===== src/sv/gif_lzw_pkg.sv =====
// ----------------------------------------------------------------------------
// GIF LZW encoder package
// Shared widths, reserved codes, the code-op record and width helpers.
// ----------------------------------------------------------------------------
`default_nettype none

package gif_lzw_pkg;

  localparam int GIF_DICT_CODES = 4096;

  localparam int SYM_W    = 8;
  localparam int CODE_W   = 12;
  localparam int WIDTH_W  = 4;
  localparam int NC_W     = 13;
  localparam int BUF_W    = 20;
  localparam int CNT_W    = 5;
  localparam int NUM_ROOTS = 256;

  localparam int MAX_CODES   = 4;
  localparam int COUNT_W     = 3;
  localparam int QUEUE_DEPTH = 4;

  localparam logic [CODE_W-1:0]  CLEAR_CODE  = 12'd256;
  localparam logic [CODE_W-1:0]  END_CODE    = 12'd257;
  localparam logic [NC_W-1:0]    FIRST_FREE  = 13'd258;
  localparam logic [WIDTH_W-1:0] START_WIDTH = 4'd9;

  // codes for the packer, in emission order
  typedef struct packed {
    logic [MAX_CODES-1:0][CODE_W-1:0]  code;
    logic [MAX_CODES-1:0][WIDTH_W-1:0] width;
    logic [COUNT_W-1:0]                count;
    logic                              flush;
  } code_op_t;

  function automatic logic [NC_W-1:0] width_mask(input logic [WIDTH_W-1:0] w);
    return (NC_W'(1) << w) - NC_W'(1);
  endfunction

  function automatic logic width_grows(input logic [WIDTH_W-1:0] w,
                                       input logic [NC_W-1:0] nc);
    return width_mask(w) < nc;
  endfunction

endpackage

`default_nettype wire


===== src/sv/gif_lzw_pack.sv =====
// ----------------------------------------------------------------------------
// GIF LZW bit packer
// Appends codes LSB first to a bit buffer and sends whole bytes through an
// output register; pads the last partial byte of an image.
// ----------------------------------------------------------------------------
`default_nettype none

module gif_lzw_pack (
  input  logic                          clk,
  input  logic                          rst,
  input  logic                          op_valid,
  input  gif_lzw_pkg::code_op_t         op,
  output logic                          op_pop,
  output logic                          byte_valid,
  input  logic                          byte_stall,
  output logic [gif_lzw_pkg::SYM_W-1:0] out_byte,
  output logic                          run_last,
  output logic                          image_done
);

  import gif_lzw_pkg::*;

  logic [BUF_W-1:0]   bit_buf;
  logic [CNT_W-1:0]   bit_cnt;
  logic [COUNT_W-1:0] code_idx;

  logic [BUF_W-1:0]   bit_buf_next;
  logic [CNT_W-1:0]   bit_cnt_next;
  logic [COUNT_W-1:0] code_idx_next;

  logic               load_ok;
  logic               emit;
  logic [SYM_W-1:0]   emit_byte;
  logic               emit_last;
  logic               emit_done;

  logic [CODE_W-1:0]  cur_code;
  logic [WIDTH_W-1:0] cur_w;
  logic [NC_W-1:0]    mask_full;
  logic [CODE_W-1:0]  masked;
  logic [CNT_W-1:0]   rem;

  assign load_ok   = !byte_valid || !byte_stall;
  assign cur_code  = op.code[code_idx[1:0]];
  assign cur_w     = op.width[code_idx[1:0]];
  assign mask_full = width_mask(cur_w);
  assign masked    = cur_code & mask_full[CODE_W-1:0];
  assign rem       = bit_cnt - CNT_W'(8);

  always_comb begin
    bit_buf_next  = bit_buf;
    bit_cnt_next  = bit_cnt;
    code_idx_next = code_idx;
    op_pop        = 1'b0;
    emit          = 1'b0;
    emit_byte     = bit_buf[SYM_W-1:0];
    emit_last     = 1'b0;
    emit_done     = 1'b0;
    if (op_valid) begin
      if (bit_cnt >= CNT_W'(8)) begin
        if (load_ok) begin
          emit         = 1'b1;
          bit_buf_next = bit_buf >> 8;
          bit_cnt_next = rem;
          emit_last    = (code_idx == op.count) && (rem < CNT_W'(8)) &&
                         !(op.flush && (rem != '0));
          emit_done    = op.flush && emit_last;
        end
      end else if (code_idx < op.count) begin
        // append the next code above the held bits
        bit_buf_next  = bit_buf | (BUF_W'(masked) << bit_cnt);
        bit_cnt_next  = bit_cnt + CNT_W'(cur_w);
        code_idx_next = code_idx + COUNT_W'(1);
      end else if (op.flush && (bit_cnt != '0)) begin
        // pad the partial byte with zeros and close the image
        if (load_ok) begin
          emit          = 1'b1;
          emit_last     = 1'b1;
          emit_done     = 1'b1;
          bit_buf_next  = '0;
          bit_cnt_next  = '0;
          code_idx_next = '0;
          op_pop        = 1'b1;
        end
      end else begin
        code_idx_next = '0;
        op_pop        = 1'b1;
      end
    end
  end

  always_ff @(posedge clk) begin
    if (rst) begin
      bit_buf    <= '0;
      bit_cnt    <= '0;
      code_idx   <= '0;
      byte_valid <= 1'b0;
    end else begin
      bit_buf  <= bit_buf_next;
      bit_cnt  <= bit_cnt_next;
      code_idx <= code_idx_next;
      if (emit) begin
        byte_valid <= 1'b1;
      end else if (!byte_stall) begin
        byte_valid <= 1'b0;
      end
    end
  end

  always_ff @(posedge clk) begin
    if (emit) begin
      out_byte   <= emit_byte;
      run_last   <= emit_last;
      image_done <= emit_done;
    end
  end

endmodule

`default_nettype wire


===== config.mk =====
export PLATFORM = sky130hd
export DESIGN_NAME = gif_lzw_pack
export DESIGN_NICKNAME = d
export VERILOG_FILES = /design/src/sv/gif_lzw_pkg.sv /design/src/sv/gif_lzw_pack.sv
export SDC_FILE = /design/constraint.sdc
export NUM_CORES = 1
export LEC_CHECK = 0
export ABC_AREA = 1
export BUFFER_PORTS_ARGS = -buffer_cell sky130_fd_sc_hd__buf_2
export CAP_MARGIN = 20
export CORE_MARGIN = 3
export CORE_UTILIZATION = 31
export CTS_CLUSTER_SIZE = 28
export DETAILED_ROUTE_END_ITERATION = 12
export GPL_ROUTABILITY_DRIVEN = 0
export PLACE_DENSITY_LB_ADDON = 0.05
export SYNTH_ARGS = -nofsm -noshare
export SYNTH_HDL_FRONTEND = slang
export SYNTH_SLANG_ARGS = --single-unit

===== constraint.sdc =====
create_clock -name clk -period 6.35 [get_ports clk]
set_input_delay 1.27 -clock clk [delete_from_list [all_inputs] [get_ports clk]]
set_output_delay 1.27 -clock clk [all_outputs]
set_load 0.02 [all_outputs]

; ---- Word-level counts from Yosys, hierarchy flattened
; Index checks and enable logic that the tools add are counted.
[op_classes]
n_addsub = 4
bitwise_logic = 3
shift = 2
eq_ne = 4
reduce_logical = 14
n_lt_le_gt_ge = 4
n_mux = 32
[ops]
columns = operator, n
row1 = $mux W20, 5
row2 = $mux W5, 5
row3 = $bmux W12 S2, 1
row4 = $or A20 B20 Y20, 1
row5 = $shl A12 B5 Y20, 1
row6 = $mux W1, 15
row7 = $and A12 B12 Y12, 1
row8 = $mux W12, 1
row9 = $shl A1 B4 Y12 const A, 1
row10 = $sub A12 B2 Y12 const B, 1
row11 = $reduce_bool A5 Y1, 2
row12 = $mux W3, 3
row13 = $bmux W4 S2, 1
row14 = $add A5 B4 Y5, 1
row15 = $ge A5 B4 Y1 const B, 1
row16 = $logic_and A1 B1 Y1, 5
row17 = $lt A5 B4 Y1 const B, 1
row18 = $sub A5 B4 Y5 const B, 1
row19 = $mux W4, 1
row20 = $reduce_and A4 Y1, 1
row21 = $add A3 B1 Y3 const B, 1
row22 = $eq A3 B3 Y1, 1
row23 = $logic_not A1 Y1, 3
row24 = $lt A2 B3 Y1 const B, 1
row25 = 8 further kinds, 8
[totals]
ff_bits = 39
inputBits = 72
out_inout_bits = 12

; ---- Longest topological paths before layout
; Gate-level depths: netlist of run 1.
[depth]
word_depth = 9
depth_mapped = 22
depth_no_buf = 20

; ---- Worst setup path before layout of run 1
; Ideal clock, no wire load.
[synth_path]
kind = input -> output
startpoint = input port op[3] (netlist bit)
endpoint = output port op_pop
n_path_buf = 0
stages = 10
arrival_ps = 2591
setup_slack_ps = 2489
cell_sequence = inv_1 ha_1 inv_1 nor3_1 nor2_1 nand2_1 inv_1 nor2_1 inv_1 nor3_1
[synth_between]
elab_chain_cells = 4
[synth_lines]
columns = item, line_no
row1 = from (decl), gif_lzw_pack.sv:12  ; input gif_lzw_pkg::code_op_t op,
row2 = $lt A3 B3 Y1, gif_lzw_pack.sv:69  ; end else if (code_idx < op.count) begin
row3 = $mux W1, gif_lzw_pack.sv:69
row4 = $mux W1, gif_lzw_pack.sv:60  ; if (bit_cnt >= CNT_W'(8)) begin
row5 = $mux W1, gif_lzw_pack.sv:59  ; if (op_valid) begin
row6 = to (decl), gif_lzw_pack.sv:13  ; output logic op_pop,
; No other way between the ends.

; ---- Worst setup path after layout of run 1
; Ends and elaborated chain as after synthesis.

==> results by group, run 1 <==
Run status
  • Status: complete, no violations

Worst hold path
  • Worst Hold Depth: 0
  • Worst hold start: bit_buf[0]
  • Hold Crit Class: reg -> reg
  • Worst Hold End: out_byte[0]

Power and ir drop
  • P_leak: approximately 0.002 uW
  • Clock power share: 0.201
  • Seq pwr share: 0.231
  • VDD IR-drop max: 0.0001471 V
  • Pwr Density: 347.9 mW/mm^2
  • Switching share of total power: 0.4844
  • Part of the power in combinational logic: 0.567
  • Net Switching: about 700 uW
  • Internal power: 748.7 uW

Synth
  • Area contributors post-synth: dfxtp_1 16%, nand2_1 14%, edfxtp_1 8.5%
  • Synthesized Nets: approximately 640
  • Avg Synthesized Cell Area: 6.364 sq um
  • Main flop type after synthesis: dfxtp_1
  • Top cell type by total area after synthesis: dfxtp_1
  • Ys async rst share: 0
  • Synth Warn #: 0
  • Part of the Yosys area used for sequential elements: 0.2498
  • Number of synthesized flops with an enable pin: 10
  • Post-Syn Area: ~0.0035 sq mm
  • Post-synthesis cell count: 554
  • Netlist cell types: 42
  • Top cell type's share of synthesized area: 0.1647
  • FF+latch count, synth: 39

STA
  • Max Clk Rate: 254.2 MHz
  • Skew final: roughly 5.3 ps
  • Worst-margin pin slew: 1011 ps
  • Setup TNS: 0 ps
  • Tcrit/Tclk final: 0.6196
  • RSZ-0062 raised after global routing: false
  • Max_slew headroom: 0.3233
  • Endpoints failing hold: 0
  • Slew Limit Fails: 0
  • Period minus WS final: approximately 3900 ps
  • Final setup vio count: 0

Job
  • Number of max-cap violations: 0

Setup path
  • Crit path top cell by count: inv_1
  • Delay-heaviest family, CP: simple AND/OR/NAND/NOR gates
  • Reg2reg start: bit_cnt[2]
  • R2r endpoint: image_done
  • Critical-path cell list: buf_2, inv_1, ha_1, inv_1, nor3_1, nor2_1, nand2_1, inv_1, nor2_1, inv_1, nor3_1, buf_2
  • Flop-to-flop setup slack: around 2900 ps
  • Crit path largest cell delay: about 280 ps
  • Arrival time at the worst endpoint: between 2000 and 3000 ps
  • Worst setup SP type: input port
  • Crit Path Class: in -> out
  • Worst R2R Path Depth: 11
  • Critical Path Fanout Max: 4
  • Required time worst endpoint: roughly 5100 ps
  • Worst path slowest cell: ha_1
  • WP buf/inv: 6
  • Setup crit end kind: output port

Clocking
  • Hold Buf Count CTS: 0
  • Clock Latency Late Sink: roughly 280 ps
  • CTS buffer count: 5
  • CTS tree: yes
  • Setup bufs post-CTS: 0
  • Clk slew on worst S/H paths: roughly 60 ps
  • CTS root buf: clkbuf_16
  • Clock tree buffer depth: 2
  • CTS Sinks: 39
  • PostCTS Resize Cnt: 0
  • H-tree Lvls: 2

GRT
  • Vias in the first global route: about 3,800
  • Largest net degree at the start of global routing: 37
  • GR Util All Layers: 0.1745
  • First-pass GRT wire length: about 18,000 microns
  • Initial antenna violation count: 0
  • Grt total ovfl: 0

Die
  • Chip Width: roughly 110 microns
  • Die Height: approximately 110 microns
  • # rows: 38
  • Starting Density: 0.3210
  • Core area: 0.01098 sq mm
  • # IOs: 84
  • Die area: 0.01269 sq mm

Detailed routing
  • Residual DRC: 0
  • Final ANT Viol Nets: 0
  • TritonRoute pass-1 iters: 5
  • Total number of vias: just under 4,000
  • Via density: around 5.1
  • Avg WL per Cell: ~14 microns
  • Initial DRC Count: between 200 and 300
  • Total wire length: between 10,000 and 15,000 microns

Finish
  • Final net count: around 710
  • Final Core Density: 0.3800
  • Area growth syn-to-layout: 18.38%
  • Commonest non-fill, non-tap cells in the layout: 136 x nand2_1, 83 x buf_2, 56 x nand3_1, 53 x nor2_1, 46 x o21ai_0
  • Commonest non-fill, non-tap cell in the layout: nand2_1
  • Layout cells sized above 1: 0.2372
  • Antenna Cells: 0

Placed design
  • HPWL Detailed: roughly 8600 microns
  • I/O Buffers: 83
==> registers in the layout (all words and copies together) (netlist names) <==
| register | cells |
|---|---|
| bit_buf | 20 |
| out_byte | 8 |
| bit_cnt | 5 |
| code_idx | 3 |
| byte_valid | 1 |
| image_done | 1 |
| run_last | 1 |
==> worst max path at each step <==
stage	from	endpoint	slack, ps	cells past startpoint
floorplan	op[3]	op_pop	2490	10
global placement	op[3]	op_pop	2500	12
detailed placement	op[3]	op_pop	2410	12
CTS	op[3]	op_pop	2410	12
global route	op[3]	op_pop	2240	12
finish	op[3]	op_pop	2420	12
==> kinds of logic (layout without fill, tap and decap cells) <==
| family | count (synthesis) | after routing | share of synthesized area |
|---|---|---|---|
| flip-flops | 39 | 39 | 0.2498 |
| XOR/XNOR | 3 | 3 | 0.007453 |
| AND/OR/NAND/NOR | 297 | 297 | 0.3957 |
| AO/OA/AOI/OAI | 128 | 128 | 0.2055 |
| buffers and inverters | 75 | 145 | 0.09688 |
| adder cells (fa/ha/maj) | 12 | 12 | 0.04471 |
==> layer usage <==
layer  wire, microns  track usage  vias up
met2            5124       0.2958       77
met4              46      0.02804        0
met5               0            0        -
met3             449      0.02588        4
li1                -            -     2003
met1            5344       0.2388     1781
==> stage by stage <==
stage               instance area, sq um  total power (uW)  instances  hold slack (ps)  setup WS [ps]
finish                              4174              1452        764            446.7           2416
global route                        4174              1586        764            461.9           2237
CTS                                 4174              1459        764            446.2           2405
detailed placement                  4005              1163        756            430.2           2408
global placement                    4005              1162        756            436.0           2500
floorplan                           3526             962.6        554            408.6           2489
==> power by group through the flow <==
stage          sequential (uW)  clock, uW  combinational [uW]
3_5_place_dp               341          0                 823
5_1_grt                    341        309                 936
2_1_floorplan              345          0                 617
4_1_cts                    336        297                 827
6_report                   336        292                 824
3_3_place_gp               340          0                 821
==> Yosys cell counts (all sizes together) (6+ instances only) <==
library cell	n
ha	11
o21bai	7
nor2	61
a21oi	47
nand2	153
o22ai	11
o21ai	55
buf	23
inv	47
nand4	10
nand3	66
nor3	6
dfxtp	29
edfxtp	10
==> cell type report <==
type                    count  area [sq um]
fillers                  1213          6809
multi-input cells         440          2303
flip-flops and latches     39         880.8
repair buffers             89         460.4
inverters                  48         185.2
well taps                 140         175.2
clock buffers               5         125.1
clock inverters             3         43.79
(Power assumes the default switching activity.)
==> inputs of run 2 (changes only) <==
--- a/config.mk
+++ b/config.mk
@@ -5,7 +5,7 @@
 export SDC_FILE = /design/constraint.sdc
 export NUM_CORES = 1
 export LEC_CHECK = 0
-export ABC_AREA = 1
+export ABC_AREA = 0
 export BUFFER_PORTS_ARGS = -buffer_cell sky130_fd_sc_hd__buf_2
 export CAP_MARGIN = 20
 export CORE_MARGIN = 3
==> constraint.sdc (replaced) <==
create_clock -name clk -period 3.44 [get_ports clk]
set_input_delay 0.688 -clock clk [delete_from_list [all_inputs] [get_ports clk]]
set_output_delay 0.688 -clock clk [all_outputs]
set_load 0.02 [all_outputs]
==> results by group, run 2 <==
Run status
  • Status: complete, no violations

Power and ir drop
  • Net Switching: approximately 1800 uW
  • Switching share of total power: 0.4806
  • P_leak: approximately 0.0018 uW
  • Seq pwr share: 0.196
  • VDD IR-drop max: 0.0003430 V
  • Clock power share: 0.139
  • Pwr Density: between 800 and 900 mW/mm^2
  • Internal power: 1984 uW
  • Part of the power in combinational logic: 0.664

Setup path
  • Required time worst endpoint: around 3600 ps
  • Arrival time at the worst endpoint: around 3400 ps
  • Critical Path Fanout Max: 8
  • Worst setup startpoint: op[17]
  • Crit Path Class: in -> reg
  • Setup crit end kind: flip-flop
  • Worst setup SP type: input port
  • Reg2reg start: code_idx[0]

GRT
  • Initial antenna violation count: 0
  • Largest net degree at the start of global routing: 31
  • Grt total ovfl: 0
  • First-pass GRT wire length: between 15,000 and 20,000 microns
  • Vias in the first global route: about 3,800
  • GR Util All Layers: 0.1836

STA
  • Endpoints failing hold: 0
  • Setup TNS: 0 ps
  • Worst-margin pin slew: slightly below 700 ps
  • Worst Hold Slack: ~430 ps
  • Tcrit/Tclk final: 0.9419
  • Skew final: approximately 3.8 ps
  • Max Clk Rate: 308.6 MHz
  • Max_slew headroom: 0.5368
  • RSZ-0062 raised after global routing: false
  • Period minus WS final: approximately 3200 ps
  • Slew Limit Fails: 0
  • Final setup vio count: 0
  • Setup WS post-layout: approximately 200 ps

Finish
  • Commonest non-fill, non-tap cells in the layout: 83 x buf_2, 46 x nand2_1, 39 x buf_4, 38 x nor2_1, 36 x a21oi_1
  • Area of the multi-input gates: 0.002500 sq mm
  • Antenna Cells: 0
  • Final Core Density: 0.4103
  • Largest registers: bit_buf x20, out_byte x8, bit_cnt x5
  • Final net count: approximately 610
  • Final Cell Area: ~0.0045 sq mm
  • Commonest non-fill, non-tap cell in the layout: buf_2
  • Area growth syn-to-layout: 27.37%
  • Layout cells sized above 1: 0.3162
  • Fill count: 1,173
  • Reg area: around 900 sq um
  • Top reg by flops: bit_buf
  • Max reg flops: 20

Clocking
  • CTS tree: yes
  • CTS buffer count: 5
  • CTS Sinks: 39
  • Clock tree buffer depth: 2
  • Clk slew on worst S/H paths: roughly 60 ps
  • CTS root buf: clkbuf_16
  • H-tree Lvls: 2
  • Clock Latency Late Sink: about 280 ps

Placed design
  • I/O Buffers: 83
  • Pre-CTS setup slack: -79.99 ps
  • DP Area: roughly 0.0043 sq mm
  • HPWL Detailed: 9265 microns

Synth
  • Post-Syn Area: approximately 0.0035 sq mm
  • Netlist cell types: 71
  • Part of the Yosys area used for sequential elements: 0.2489
  • Synth Warn #: 0
  • Top cell type by total area after synthesis: dfxtp_1
  • Ys async rst share: 0
  • Main flop type after synthesis: dfxtp_1
  • Top cell type's share of synthesized area: 0.1641
  • Post-synthesis cell count: 426
  • FF+latch count, synth: 39
  • Number of synthesized flops with an enable pin: 10
  • Avg Synthesized Cell Area: around 8.3 sq um
  • Synthesized Nets: 510
  • Area contributors post-synth: dfxtp_1 16%, mux4_2 10%, edfxtp_1 8.5%
  • Top-count cell post-synth: nand2_1
  • Synth cell count leaders: 46 x nand2_1, 39 x nor2_1, 36 x a21oi_1, 29 x dfxtp_1, 18 x clkbuf_1

Die
  • Starting Density: 0.3222
  • Core area: around 0.011 sq mm
  • Die area: approximately 0.013 sq mm
  • # IOs: between 80 and 90
  • Chip Width: around 110 microns
  • # rows: 38
  • Die Height: 112.8 microns

Detailed routing
  • Avg WL per Cell: between 15 and 20 microns
  • TritonRoute pass-1 iters: 5
  • Total number of vias: 3,770
  • Total wire length: 11,690 microns
  • Residual DRC: 0
  • Via density: ~5.7
  • Final ANT Viol Nets: 0
  • Initial DRC Count: about 190

Worst hold path
  • Worst hold start: bit_buf[3]
  • Hold Crit Class: reg -> reg

Job
  • Number of max-cap violations: 0
-- run 2: cell types whose count changed in the layout (fill, tap and decap cells not counted), moves of 11 or more --
cell,delta
nand3_1,-45
nand2_2,-11
nor2_1,-15
mux4_2,+16
buf_4,+33
o21ai_0,-30
inv_1,-22
nand2_1,-90
-- run 2: cells by family (layout without fill, tap and decap cells) --
group | Yosys count | count (layout) | share of synthesized area
AOI/OAI and AO/OA | 147 | 147 | 0.2974
xor gates and xnor gates | 3 | 3 | 0.007427
adders and majority gates | 12 | 12 | 0.04455
buffers and inverters | 48 | 147 | 0.05551
DFF | 39 | 39 | 0.2489
muxes | 26 | 26 | 0.1397
and+or+nand+nor | 151 | 151 | 0.2065
-- run 2: worst paths after layout --
kind | end | cells after the start | slack, ps
max reg2reg | bit_buf[18] | 12 | 230
min reg2reg | out_byte[3] | 0 | 430
max | bit_buf[13] | 13 | 200
min | out_byte[3] | 0 | 430
-- run 2: area by class of cell --
type                    count  area share
multi-input cells         339      0.5547
clock buffers               6     0.03082
well taps                 140     0.03887
clock inverters             2    0.007773
repair buffers            122      0.1571
flip-flops and latches     39      0.1966
inverters                  17     0.01416
-- run 2: critical path, cell delays in order --
cell      delay, ps
buf_2            90
mux4_2          480
nor2_2          160
nand3b_1        100
ha_2            220
buf_4           170
nor4_1          350
o2111a_1        270
a221oi_2         70
o311ai_0        490
buf_4           190
a21oi_1          30
a21oi_1         110
-- run 2: through the flow --
stage	cells	total power (uW)
floorplan	426	2435
global placement	657	3245
detailed placement	657	3252
CTS	665	3805
global route	665	4106
finish	665	3820
-- run 2: what timing repair did --
| action | 4_1_cts | 5_1_grt |
|---|---|---|
| setup buffers | 0 | 0 |
| endpoints found under the setup margin | 0 | 13 |
| hold buffers | 0 | 0 |
| resized for setup | 0 | 6 |
-- run 2: power by group through the flow --
stage	sequential (uW)	combinational (uW)	clock [uW]
after floorplan	768	1670	0
after global placement	753	2490	0
after detailed placement	757	2490	0
after CTS	749	2510	548
after global routing	774	2760	571
final	750	2540	533
-- run 2: per-layer routing --
| layer | vias up | track usage | wire, microns | part of all wire |
|---|---|---|---|---|
| met5 | - | 0 | 0 | 0 |
| met4 | 0 | 0.04247 | 139 | 0.012 |
| met3 | 8 | 0.01872 | 514 | 0.044 |
| met2 | 128 | 0.3187 | 5601 | 0.48 |
| met1 | 1789 | 0.2463 | 5439 | 0.47 |
| li1 | 1845 | - | - | - |
