**src/sv/gif_lzw_pkg.sv**
```systemverilog
// ----------------------------------------------------------------------------
// GIF LZW encoder package
// Shared widths, reserved codes, the code-op record and width helpers.
// ----------------------------------------------------------------------------
`default_nettype none

package gif_lzw_pkg;

  localparam int GIF_DICT_CODES = 4096;

  localparam int SYM_W    = 8;
  localparam int CODE_W   = 12;
  localparam int WIDTH_W  = 4;
  localparam int NC_W     = 13;
  localparam int BUF_W    = 20;
  localparam int CNT_W    = 5;
  localparam int NUM_ROOTS = 256;

  localparam int MAX_CODES   = 4;
  localparam int COUNT_W     = 3;
  localparam int QUEUE_DEPTH = 4;

  localparam logic [CODE_W-1:0]  CLEAR_CODE  = 12'd256;
  localparam logic [CODE_W-1:0]  END_CODE    = 12'd257;
  localparam logic [NC_W-1:0]    FIRST_FREE  = 13'd258;
  localparam logic [WIDTH_W-1:0] START_WIDTH = 4'd9;

  // codes for the packer, in emission order
  typedef struct packed {
    logic [MAX_CODES-1:0][CODE_W-1:0]  code;
    logic [MAX_CODES-1:0][WIDTH_W-1:0] width;
    logic [COUNT_W-1:0]                count;
    logic                              flush;
  } code_op_t;

  function automatic logic [NC_W-1:0] width_mask(input logic [WIDTH_W-1:0] w);
    return (NC_W'(1) << w) - NC_W'(1);
  endfunction

  function automatic logic width_grows(input logic [WIDTH_W-1:0] w,
                                       input logic [NC_W-1:0] nc);
    return width_mask(w) < nc;
  endfunction

endpackage

`default_nettype wire

```
**src/sv/gif_lzw_fifo.sv**
```systemverilog
// ----------------------------------------------------------------------------
// GIF LZW code-op queue
// Short register FIFO between the dictionary and the bit packer.
// ----------------------------------------------------------------------------
`default_nettype none

module gif_lzw_fifo (
  input  logic                  clk,
  input  logic                  rst,
  input  logic                  push,
  input  gif_lzw_pkg::code_op_t push_data,
  output logic                  full,
  input  logic                  pop,
  output gif_lzw_pkg::code_op_t head,
  output logic                  empty
);

  import gif_lzw_pkg::*;

  localparam int AW = $clog2(QUEUE_DEPTH);

  code_op_t      mem [QUEUE_DEPTH];
  logic [AW:0]   wr_ptr;
  logic [AW:0]   rd_ptr;
  logic          do_push;
  logic          do_pop;

  assign empty   = (wr_ptr == rd_ptr);
  assign full    = (wr_ptr[AW] != rd_ptr[AW]) && (wr_ptr[AW-1:0] == rd_ptr[AW-1:0]);
  assign do_push = push && !full;
  assign do_pop  = pop && !empty;
  assign head    = mem[rd_ptr[AW-1:0]];

  always_ff @(posedge clk) begin
    if (rst) begin
      wr_ptr <= '0;
      rd_ptr <= '0;
    end else begin
      if (do_push) begin
        wr_ptr <= wr_ptr + (AW+1)'(1);
      end
      if (do_pop) begin
        rd_ptr <= rd_ptr + (AW+1)'(1);
      end
    end
  end

  always_ff @(posedge clk) begin
    if (do_push) begin
      mem[wr_ptr[AW-1:0]] <= push_data;
    end
  end

endmodule

`default_nettype wire

```
**config.mk**
```make
export PLATFORM = sky130hd
export DESIGN_NAME = gif_lzw_fifo
export DESIGN_NICKNAME = d
export VERILOG_FILES = /design/src/sv/gif_lzw_pkg.sv /design/src/sv/gif_lzw_fifo.sv
export SDC_FILE = /design/constraint.sdc
export NUM_CORES = 1
export LEC_CHECK = 0
export BUFFER_PORTS_ARGS = -buffer_cell sky130_fd_sc_hd__buf_2
export CAP_MARGIN = 20
export CORE_MARGIN = 5
export CORE_UTILIZATION = 40
export DETAILED_ROUTE_END_ITERATION = 6
export PLACE_DENSITY = 0.63
export SYNTH_ARGS = -nofsm -noshare
export SYNTH_HDL_FRONTEND = slang
export SYNTH_SLANG_ARGS = --single-unit
```
**constraint.sdc**
```tcl
create_clock -name clk -period 6.2 [get_ports clk]
set_input_delay 1.86 -clock clk [delete_from_list [all_inputs] [get_ports clk]]
set_output_delay 1.86 -clock clk [all_outputs]
set_load 0.005 [all_outputs]
```
# --- Word-level counts from Yosys, hierarchy flattened ---
# Memories as Yosys holds them, arrays and structs flattened. A register that Yosys moved wholly into a read port is not among the register bits.
# Index checks and enable logic that the tools add are counted.
totals:
  wordCells: 17
  ff_bits: 6
  input_bits: 72
  n_memories: 1
  output_inout_bits: 70
  ramBits: 272
mem_list:
  columns: ["memory", "words", "word_bits", "rd", "rd_clocked_by_memory_dff", "write_ports", "line_no", "rtl"]
  rows:
  - ["mem", 4, 68, 1, 1, 1, "gif_lzw_fifo.sv:22", "code_op_t mem [QUEUE_DEPTH];"]
classes:
  n_addsub: 2
  eq_ne: 3
  n_mux: 4
  n_reduce_logical: 5
ops:
  columns: ["op", "n"]
  rows:
  - ["3-bit by 1-bit adder with 3-bit output (second input constant)", 2]
  - ["2-bit two-way mux", 2]
  - ["3-bit == test", 1]
  - ["1-bit logical AND", 3]
  - ["2-bit == test", 1]
  - ["1-bit zero test", 2]
  - ["1-bit two-way mux", 2]
  - ["1-bit != test", 1]

# --- Longest topological paths before layout ---
# Gate-level depths: netlist of run 1.
depth:
  depth_word: 6
  mapped_depth: 5
  ltp_nobuf: 4

# --- Worst setup path before layout of run 1 ---
# OpenSTA, ideal clock, no wires.
synth_path:
  path_kind: "input to register"
  startpoint: "in push"
  endpoint: "mem mem[3][0] in the netlist's numbering (enable)"
  setup_ps: 534
  path_buffers: 0
  required_ps: 5666
  path_stages: 2
  setup_slack_ps: 284
  arrival_time_ps: 5382
  path_cell_list: "nand2_1 > a31oi_1"
synth_between:
  elab_chain_len: 3
synth_rtl:
  columns: ["item", "line_no", "rtl"]
  rows:
  - ["from (decl)", "gif_lzw_fifo.sv:10", "input logic push,"]
  - ["1-bit logical AND", "gif_lzw_fifo.sv:30", "assign do_push = push && !full;"]
  - ["1-bit two-way mux", "gif_lzw_fifo.sv:49", "if (do_push) begin"]
  - ["1-bit two-way mux (not written as such)", "gif_lzw_fifo.sv:50", "mem[wr_ptr[AW-1:0]] <= push_data;"]
  - ["to (decl)", "gif_lzw_fifo.sv:22", null]
# No other way between the ends.

==> parameters.txt, run 1 <==
Parameter                              Value

Power and ir drop
  Power share of the sequential group ... ~46%
  Sw power ... between 1 and 1.5 mW
  Combinational cell fraction of total power ... 21.9%
  Part of the total power dissipated in the clock network ... between 30% and 40%
  Internal portion of total power ... between 4 and 5 mW
  Max rail drop VDD ... approximately 0.00024 V
  Share of total power consumed by net switching ... between 20% and 30%
  Total power density per cell area ... roughly 450 nW/um^2
  Leakage power of the design ... ~4.2 nW

Timing
  Total negative setup slack ... 0 ps
  Fin Clk Skew ... 16.51 ps
  Slew @ Worst Pin ... 1069 ps
  Final period utilization ... a little under three quarters
  Post-route worst setup slack ... around 1800 ps
  Minimum period implied by the final worst setup slack ... about 4400 ps
  Maximum frequency from static timing analysis ... 227.0 MHz
  Worst slew slack as a fraction of its limit ... 28.74%
  Final setup violation count ... 0
  Number of hold violations in the final report ... 0
  Max Slew Vio Count ... 0
  RSZ-0062 raised after global routing ... false

Yosys
  Mean instance size in the synthesized netlist ... roughly 24 um^2
  Most instantiated flip-flop cell in the synthesis netlist ... edfxtp_1
  Cell taking the most area after synthesis ... edfxtp_1
  YS warnings ... 0
  Proportion of netlist area held by the largest area contributor ... slightly below 80%
  Net count of the mapped netlist ... approximately 500
  Most used standard cell by instance count after synthesis ... edfxtp_1
  Post-synthesis sequential element count ... between 200 and 300
  Count of mapped cells out of synthesis ... about 420
  Synth Cell Area ... around 10,000 um^2
  Count of flip-flops with a built-in enable after synthesis ... roughly 270
  Post-synth top cells ... 272 x edfxtp_1, 68 x mux4_2, 9 x buf_2, 8 x dfxtp_1
  Count of cell types in the netlist ... 27
  Top post-synthesis cells by area ... edfxtp_1 79%, mux4_2 15%, dfxtp_1 1.5%, ha_1 0.60%, buf_2 0.43%
  Sequential share of the synthesized area ... between 80 and 90%
  Proportion of register bits with asynchronous set or reset after synthesis ... 0%

Placement
  Pre-CTS worst setup slack ... slightly above 2000 ps
  Half-perimeter wire length after placement ... 10.95 mm
  Quantity of I/O buffers inserted on ports ... about 140
  Placer congestion estimate ... around 0.78

Die
  Placement row count ... a little under 60
  Area enclosed by the die boundary ... about 29,000 um^2
  Vert. Die Dim ... around 170 um
  Top-level port count ... 142
  Core region area ... between 20,000 and 30,000 um^2
  Starting density of the core ... 40.21%
  Width of the die ... between 150 and 200 um

Worst setup path
  Worst r2r src ... wr_ptr[1]
  Minimum setup slack among reg-to-reg paths ... about 3700 ps
  Required time reported for the critical path endpoint ... roughly 4300 ps
  Crit path kind ... reg -> out
  Worst Setup EP ... head[26]
  Crit. End Element ... primary output
  Worst r2r path cells ... 4
  Crit Path Max Fanout ... 27
  Reg2Reg Capture Point ... mem[3][2]
  Worst Setup Start Kind ... flop
  Crit path DAT ... about 2600 ps

Clocking
  CTS buffer count ... 30
  Max H-tree Level ... 1
  Clock tree from TritonCTS ... yes
  Resized cells post-CTS ... 0
  Longest Clk Path Bufs ... 3
  Post-CTS Setup Inserts ... 0
  Cell chosen for the clock root ... clkbuf_16
  Clock edge transition at the registers on the reported setup and hold paths ... ~60 ps
  Clk sinks ... 280
  CTS hold repair buffers ... 0
  Insertion delay to the later sink of the worst-skew pair ... 540 ps

Run
  Count of maximum capacitance violations ... 0

Finish
  Number of antenna cells inserted ... 0
  Layout overhead on the synthesized area ... 20.88%
  Final #Nets ... about 660
  Total of fill cells in the finished design ... 2,080
  Final core occ ... between 40% and 50%
  Share of layout cells above drive strength 1 ... between 40% and 50%

GRT
  Global-route wire length before repair ... 30.05 mm
  Grt total ovfl ... 0
  Largest net degree at the start of global routing ... between 60 and 70
  Vias in the first global route ... ~5,400
  Number of antenna violations at the first check in global routing ... 2
  GRT Overall Usage ... about an eighth

Run status
  Run status ... finished clean

Detailed routing
  Via Count ... ~4,700
  Average detailed-routed wire length per instance ... approximately 20 um
  Pre-antenna DRT Iters ... 4
  Detailed Route WL ... 19.09 mm
  Number of DRC markers in iteration 0 ... ~440
  Antenna viol nets, final ... 0
  Ratio of routed vias to standard cells ... around 5.0
  DRC viols ... 0

Hold path
  Class of the tightest hold or removal check ... reg -> reg
## worst max-delay path, cell delays in order, from the launching register on
cell     delay [ps]
dfxtp_4         680
buf_12          310
buf_4           300
mux4_2          540
buf_2           150
## stage by stage
| step | total power [mW] | hold slack (ps) | cell area, um^2 | cells |
|---|---|---|---|---|
| floorplan | 3.349 | 501.9 | 10360 | 424 |
| global placement | 3.820 | 523.2 | 11430 | 885 |
| detailed placement | 3.863 | 534.2 | 11430 | 885 |
| CTS | 5.677 | 541.7 | 12450 | 939 |
| global route | 5.900 | 600.3 | 12520 | 942 |
| finish | 5.596 | 547.4 | 12520 | 942 |
## power by group through the flow
stage / clock, mW / combinational [mW] / sequential (mW)
2_1_floorplan: 0 / 0.841 / 2.51
3_3_place_gp: 0 / 1.16 / 2.66
3_5_place_dp: 0 / 1.18 / 2.68
4_1_cts: 1.85 / 1.18 / 2.65
5_1_grt: 1.94 / 1.35 / 2.61
6_report: 1.80 / 1.23 / 2.57
## state kept, by name (all words and copies together) (netlist names), named ones only
signal,cells
mem,272
wr_ptr,3
rd_ptr,3
## layout by cell type, fill, tap and decap left out, types with 5 or more instances in the layout
cell type,n
bufinv_16,5
nand2_1,5
dfxtp_1,6
edfxtp_1,272
o211ai_1,5
ha_1,5
clkbuf_16,31
clkinv_2,7
buf_2,141
mux4_2,68
## logic make-up (layout without fill, tap and decap cells)
family | after synthesis | in the layout | share of synthesized area, %
adders and majority gates | 5 | 5 | 0.6039
buffers and inverters | 23 | 206 | 1.232
xor gates and xnor gates | 6 | 6 | 0.5073
and+or+nand+nor | 23 | 23 | 1.256
DFF | 280 | 280 | 80.39
AOI/OAI and AO/OA | 19 | 19 | 1.232
muxes | 68 | 68 | 14.78
## metal layers
metal  share of wire [%]  global-route usage (%)  vias up
li1                    -                       -     2142
met2                  51                   22.06      144
met3                 7.0                   3.558       32
met4                 1.6                   3.204        4
met5                0.14                       0        -
met1                  41                   17.13     2422
## layout make-up
| cell class | instances | area, um^2 | area share (%) |
|---|---|---|---|
| Sequential cell | 280 | 8335 | 66.56 |
| Multi-Input combinational cell | 121 | 1927 | 15.39 |
| Timing Repair Buffer | 148 | 810.8 | 6.474 |
| Clock buffer | 35 | 790.8 | 6.314 |
| Tap cell | 335 | 419.2 | 3.347 |
| Clock inverter | 19 | 225.2 | 1.798 |
| Inverter | 4 | 15.01 | 0.1199 |
## how the worst min path moves through the flow
stage                          from         to  slack [ps]  cells past startpoint
after detailed placement  wr_ptr[2]  wr_ptr[2]         530                      2
after global placement    rd_ptr[2]  rd_ptr[2]         520                      2
final                     wr_ptr[2]  wr_ptr[2]         550                      2
after global routing      rd_ptr[2]  rd_ptr[2]         600                      2
after floorplan           rd_ptr[2]  rd_ptr[2]         500                      2
after CTS                 wr_ptr[2]  wr_ptr[2]         540                      2
Power figures use the tool's default switching activity.
==> inputs of run 2 (changes only) <==
--- a/config.mk
+++ b/config.mk
@@ -10,7 +10,7 @@
 export CORE_MARGIN = 5
 export CORE_UTILIZATION = 40
 export DETAILED_ROUTE_END_ITERATION = 6
-export PLACE_DENSITY = 0.63
+export PLACE_DENSITY = 0.61
 export SYNTH_ARGS = -nofsm -noshare
 export SYNTH_HDL_FRONTEND = slang
 export SYNTH_SLANG_ARGS = --single-unit
==> constraint.sdc (replaced) <==
create_clock -name clk -period 4.2 [get_ports clk]
set_input_delay 1.26 -clock clk [delete_from_list [all_inputs] [get_ports clk]]
set_output_delay 1.26 -clock clk [all_outputs]
set_load 0.005 [all_outputs]
==> run 2 against run 1 <==
  * Clock-buffer cell count fell by 3
  * Total power increased by 44%
  * Global-route usage rose by 0.52 points
  * Register-to-register slack got worse by 2000 ps
  * Worst hold slack gained 7.2 ps
  * Clock skew decreased by 8.1 ps
  * Die area unchanged
  * Combinational power grew 52%
  * Core utilization decreased by 0.40 points
  * Sequential share of layout area increased by 0.55 points
==> parameters.txt, run 2 (synthesized netlist as in run 1, its figures left out) <==
Parameter                              Value

Clocking
  CTS hold repair buffers ... 0
  CTS buffer count ... 29
  Insertion delay to the later sink of the worst-skew pair ... 540 ps
  Clock tree from TritonCTS ... yes
  Clk sinks ... 280
  Clock edge transition at the registers on the reported setup and hold paths ... 60 ps
  Max H-tree Level ... 1
  Cell chosen for the clock root ... clkbuf_16
  Post-CTS Setup Inserts ... 0
  Longest Clk Path Bufs ... 3
  Resized cells post-CTS ... 0

Detailed routing
  Via Count ... 4,912
  Ratio of routed vias to standard cells ... between 5 and 6
  Number of DRC markers in iteration 0 ... between 300 and 400
  DRC viols ... 0
  Antenna viol nets, final ... 0
  Average detailed-routed wire length per instance ... roughly 21 um
  Detailed Route WL ... just over 20 mm
  Pre-antenna DRT Iters ... 4

Worst setup path
  Cell family with the largest share of critical-path delay ... flip-flops
  Crit. End Element ... primary output
  Required time reported for the critical path endpoint ... approximately 2900 ps
  Cell with the biggest individual delay on the critical path ... dfxtp_4
  Cells along the critical path ... buf_4 -> mux4_2 -> buf_2
  Buffering stage count on the worst path with inverters included ... 2
  Worst Setup Start Kind ... flop
  CP peak stage delay ... ~630 ps
  Crit path DAT ... ~2300 ps
  Crit path kind ... reg -> out
  Crit Path Max Fanout ... 21

Placement
  Quantity of I/O buffers inserted on ports ... approximately 140
  Placer congestion estimate ... approximately 0.74
  Total instance count after detailed placement ... between 800 and 900
  Half-perimeter wire length after placement ... between 10 and 15 mm
  Placed instance area ... 11,510 um^2

Timing
  Fin Clk Skew ... around 8.4 ps
  Maximum frequency from static timing analysis ... 281.0 MHz
  Number of hold violations in the final report ... 0
  Worst slew slack as a fraction of its limit ... ~48%
  RSZ-0062 raised after global routing ... false
  Max Slew Vio Count ... 0
  Minimum period implied by the final worst setup slack ... about 3600 ps
  Final period utilization ... 84.75%
  Final setup violation count ... 0
  Slew @ Worst Pin ... just under 800 ps
  Total negative setup slack ... 0 ps

Power and ir drop
  Leakage power of the design ... just over 4 nW
  Overall Power ... around 8.0 mW
  Total power density per cell area ... between 600 and 700 nW/um^2
  Max rail drop VDD ... 0.0004184 V

Finish
  Layout overhead on the synthesized area ... 19.89%
  Max reg flops ... roughly 270
  Commonest non-fill, non-tap cell in the layout ... edfxtp_1
  Finished Layout Cells ... between 900 and 1,000
  Final #Nets ... between 600 and 700
  Total of fill cells in the finished design ... about 2,100
  Commonest cells after routing, fill and taps aside ... 272 x edfxtp_1, 141 x buf_2, 68 x mux4_2
  Final core occ ... roughly half
  Share of layout cells above drive strength 1 ... about 44%
  Post-route cell area ... around 12,000 um^2

Die
  Area enclosed by the die boundary ... 29,220 um^2
  Top-level port count ... 142
  Vert. Die Dim ... 170.9 um
  Core region area ... ~26,000 um^2
  Placement row count ... 59
  Width of the die ... around 170 um
  Starting density of the core ... roughly two fifths

Hold path
  Class of the tightest hold or removal check ... reg -> reg

GRT
  GRT Overall Usage ... between 10% and 20%
  Global-route wire length before repair ... a little over 30 mm
  Number of antenna violations at the first check in global routing ... 2
  Vias in the first global route ... roughly 5,300
  Largest net degree at the start of global routing ... 50
  Grt total ovfl ... 0

Run status
  Run status ... finished clean

Run
  Count of maximum capacitance violations ... 0
## run 2: cell count changes in the layout (fill, tap and decap cells not counted), moves of 2 or more
| cell | delta |
|---|---|
| buf_16 | -2 |
| bufinv_16 | -3 |
| clkinv_2 | +3 |
| buf_12 | +2 |
| buf_4 | +3 |
| clkbuf_16 | -2 |
## run 2: cell type report
| cell class | instances | area, um^2 | share of cell area, % |
|---|---|---|---|
| tap | 335 | 419.2 | 3.375 |
| clock buffer | 32 | 737.0 | 5.933 |
| sequential | 280 | 8335 | 67.11 |
| clock inverter | 21 | 166.4 | 1.340 |
| inverter | 4 | 15.01 | 0.1209 |
| timing repair buffer | 151 | 818.3 | 6.588 |
| multi-input combinational | 121 | 1927 | 15.51 |
| antenna | 1 | 2.502 | 0.02015 |
## run 2: path summary, 6_finish.rpt
kind                                start    endpoint  slack (ps)  depth (start not counted)
worst max-delay path                 flop    head[15]         640                          3
worst min-delay path            rd_ptr[2]   rd_ptr[2]         550                          2
worst max register to register  wr_ptr[1]  mem[1][31]        1710                          4
worst min register to register  rd_ptr[2]   rd_ptr[2]         550                          2
## run 2: layer usage
layer | vias up | GRT usage [%] | share of wire [%]
met1 | 2564 | 18.27 | 42
met2 | 159 | 22.54 | 48
met5 | - | 0 | 0.12
met3 | 38 | 3.073 | 6.6
met4 | 4 | 4.030 | 2.6
li1 | 2147 | - | -
## run 2: through the flow
stage	setup slack [ps]	hold slack, ps
4_1_cts	542.4	549.9
2_1_floorplan	312.6	501.9
5_1_grt	450.7	584.8
6_report	640.7	554.6
3_3_place_gp	1142	516.1
3_5_place_dp	1097	543.1
## run 2: worst register-to-register path: stages (launching register included)
cell and delay, ps:
dfxtp_1 510, xnor2_1 290, a31oi_1 360, and2_4 600
buf_4 400
## run 2: power breakdown
group | switching, mW | leakage, nW | internal [mW] | total (mW)
Sequential | 0.208 | 2.56 | 3.55 | 3.76
Clock | 1.02 | 0.448 | 1.39 | 2.41
Combinational | 0.921 | 1.12 | 0.945 | 1.87
Total | 2.15 | 4.13 | 5.89 | 8.03
==> inputs of run 3 (changes only) <==
--- a/config.mk
+++ b/config.mk
@@ -10,7 +10,7 @@
 export CORE_MARGIN = 5
 export CORE_UTILIZATION = 40
 export DETAILED_ROUTE_END_ITERATION = 6
-export PLACE_DENSITY = 0.61
+export PLACE_DENSITY = 0.63
 export SYNTH_ARGS = -nofsm -noshare
 export SYNTH_HDL_FRONTEND = slang
 export SYNTH_SLANG_ARGS = --single-unit
==> constraint.sdc (replaced) <==
create_clock -name clk -period 3 [get_ports clk]
set_input_delay 0.9 -clock clk [delete_from_list [all_inputs] [get_ports clk]]
set_output_delay 0.9 -clock clk [all_outputs]
set_load 0.005 [all_outputs]
==> run 3 against run 2 <==
  * Clock skew fell by 3.3 ps
  * Register-to-register slack got worse by 760 ps
  * Flip-flop and latch count stayed put
  * Combinational power up 51%
  * Critical endpoint is now head[3]
  * Highest routed layer unchanged
==> parameters.txt, run 3 (synthesized netlist as in run 1, its figures left out) <==
Parameter                              Value

Clocking
  Clk sinks ... 280
  Max H-tree Level ... 1
  CTS buffer count ... 29
  Cell chosen for the clock root ... clkbuf_16
  Clock edge transition at the registers on the reported setup and hold paths ... roughly 60 ps
  Insertion delay to the later sink of the worst-skew pair ... ~520 ps
  CTS hold repair buffers ... 0
  Clock tree from TritonCTS ... yes
  Longest Clk Path Bufs ... 3

Run
  Count of maximum capacitance violations ... 0

Timing
  RSZ-0062 raised after global routing ... false
  Minimum period implied by the final worst setup slack ... about 2900 ps
  Worst slew slack as a fraction of its limit ... around 57%
  Slew @ Worst Pin ... about 640 ps
  Post-route worst setup slack ... between 100 and 150 ps
  Final setup violation count ... 0
  Number of hold violations in the final report ... 0
  Fin Clk Skew ... around 5.1 ps
  Final period utilization ... 95.41%
  Total negative setup slack ... 0 ps
  Maximum frequency from static timing analysis ... between 300 and 400 MHz
  Max Slew Vio Count ... 0

GRT
  Number of antenna violations at the first check in global routing ... 2
  Global-route wire length before repair ... 30.23 mm
  GRT Overall Usage ... a little over an eighth
  Vias in the first global route ... about 5,300
  Grt total ovfl ... 0
  Largest net degree at the start of global routing ... slightly below 70

Placement
  Total instance count after detailed placement ... 892
  Pre-CTS worst setup slack ... 488.0 ps
  Quantity of I/O buffers inserted on ports ... 141
  Placer congestion estimate ... a little over 0.8
  Half-perimeter wire length after placement ... around 12 mm
  Placed instance area ... ~12,000 um^2

Detailed routing
  Average detailed-routed wire length per instance ... approximately 21 um
  DRC viols ... 0
  Via Count ... slightly below 5,000
  Number of DRC markers in iteration 0 ... about 310
  Ratio of routed vias to standard cells ... a little over 5
  Detailed Route WL ... 19.84 mm
  Pre-antenna DRT Iters ... 5
  Antenna viol nets, final ... 0

Hold path
  Class of the tightest hold or removal check ... reg -> reg

Worst setup path
  Cell family with the largest share of critical-path delay ... multiplexers
  Minimum setup slack among reg-to-reg paths ... approximately 950 ps
  Required time reported for the critical path endpoint ... between 2000 and 2500 ps
  Worst Setup Start Kind ... flop
  CP peak stage delay ... between 500 and 600 ps
  Crit path DAT ... 1960 ps
  Cell with the biggest individual delay on the critical path ... mux4_2
  Crit path kind ... reg -> out
  Crit Path Max Fanout ... 18
  Cells along the critical path ... buf_12 -> mux4_2 -> buf_2
  Crit. End Element ... primary output
  Buffering stage count on the worst path with inverters included ... 2

Die
  Width of the die ... between 150 and 200 um
  Core region area ... 25,760 um^2
  Top-level port count ... roughly 140
  Starting density of the core ... about two fifths
  Vert. Die Dim ... around 170 um
  Placement row count ... roughly 60
  Area enclosed by the die boundary ... 29,220 um^2

Power and ir drop
  Overall Power ... 11.21 mW
  Total power density per cell area ... ~900 nW/um^2
  Sw power ... 2.935 mW
  Leakage power of the design ... slightly above 4 nW
  Max rail drop VDD ... approximately 0.00060 V
  Part of the total power dissipated in the clock network ... between 20 and 30%
  Share of total power consumed by net switching ... a little over a quarter
  Internal portion of total power ... around 8.3 mW
  Combinational cell fraction of total power ... ~25%
  Power share of the sequential group ... a little under half

Run status
  Run status ... finished clean

Finish
  Max reg flops ... between 200 and 300
  Finished Layout Cells ... roughly 950
  Number of antenna cells inserted ... 0
  Layout overhead on the synthesized area ... 20.51%
  Share of layout cells above drive strength 1 ... 43.44%
  Post-route cell area ... between 10,000 and 15,000 um^2
  Commonest non-fill, non-tap cell in the layout ... edfxtp_1
  Commonest cells after routing, fill and taps aside ... 272 x edfxtp_1, 141 x buf_2, 68 x mux4_2
  Final #Nets ... 667
run 3: repair_timing:
item	4_1_cts	5_1_grt
setup endpoints to repair	40	3
gates resized for setup	2	2
setup buffers	1	0
pin swaps	0	0
cloned	0	1
run 3: metal layers:
layer	wire length [um]	GRT usage [%]
met1	7978	17.02
met2	9823	22.66
met3	1699	4.436
met4	310	2.962
met5	27	0
run 3: area by class of cell:
class                           count  area (um^2)
Inverter                            4        15.01
Clock inverter                     13        85.08
Sequential cell                   280         8335
Tap cell                          335        419.2
Timing Repair Buffer              154        935.9
Multi-Input combinational cell    121         1934
Fill cell                        2114        13280
Clock buffer                       38        759.5
run 3: power by group through the flow:
stage | sequential [mW] | clock (mW) | combinational, mW
2_1_floorplan | 5.15 | 0 | 1.75
3_3_place_gp | 5.27 | 0 | 2.81
3_5_place_dp | 5.31 | 0 | 2.82
4_1_cts | 5.21 | 3.28 | 2.89
5_1_grt | 5.26 | 3.47 | 3.11
6_report | 5.20 | 3.17 | 2.83
run 3: per-stage QoR:
| stage | hold slack, ps | utilization, % |
|---|---|---|
| 2_1_floorplan | 501.9 | - |
| 3_3_place_gp | 519.2 | 44.97 |
| 3_5_place_dp | 549.8 | 44.97 |
| 4_1_cts | 558.2 | 48.32 |
| 5_1_grt | 557.2 | 48.46 |
| 6_report | 567.5 | 48.46 |
run 3: worst min-delay path, cell delays in order, from the launching register on:
cell     delay, ps
dfxtp_1        360
nand2_1         80
a31oi_1         70
run 3: worst paths after layout:
path / cells past startpoint / start / endpoint
min: 2 / rd_ptr[2] / rd_ptr[2]
max reg2reg: 4 / wr_ptr[1] / mem[1][53]
min reg2reg: 2 / rd_ptr[2] / rd_ptr[2]
max: 3 / flop / head[3]
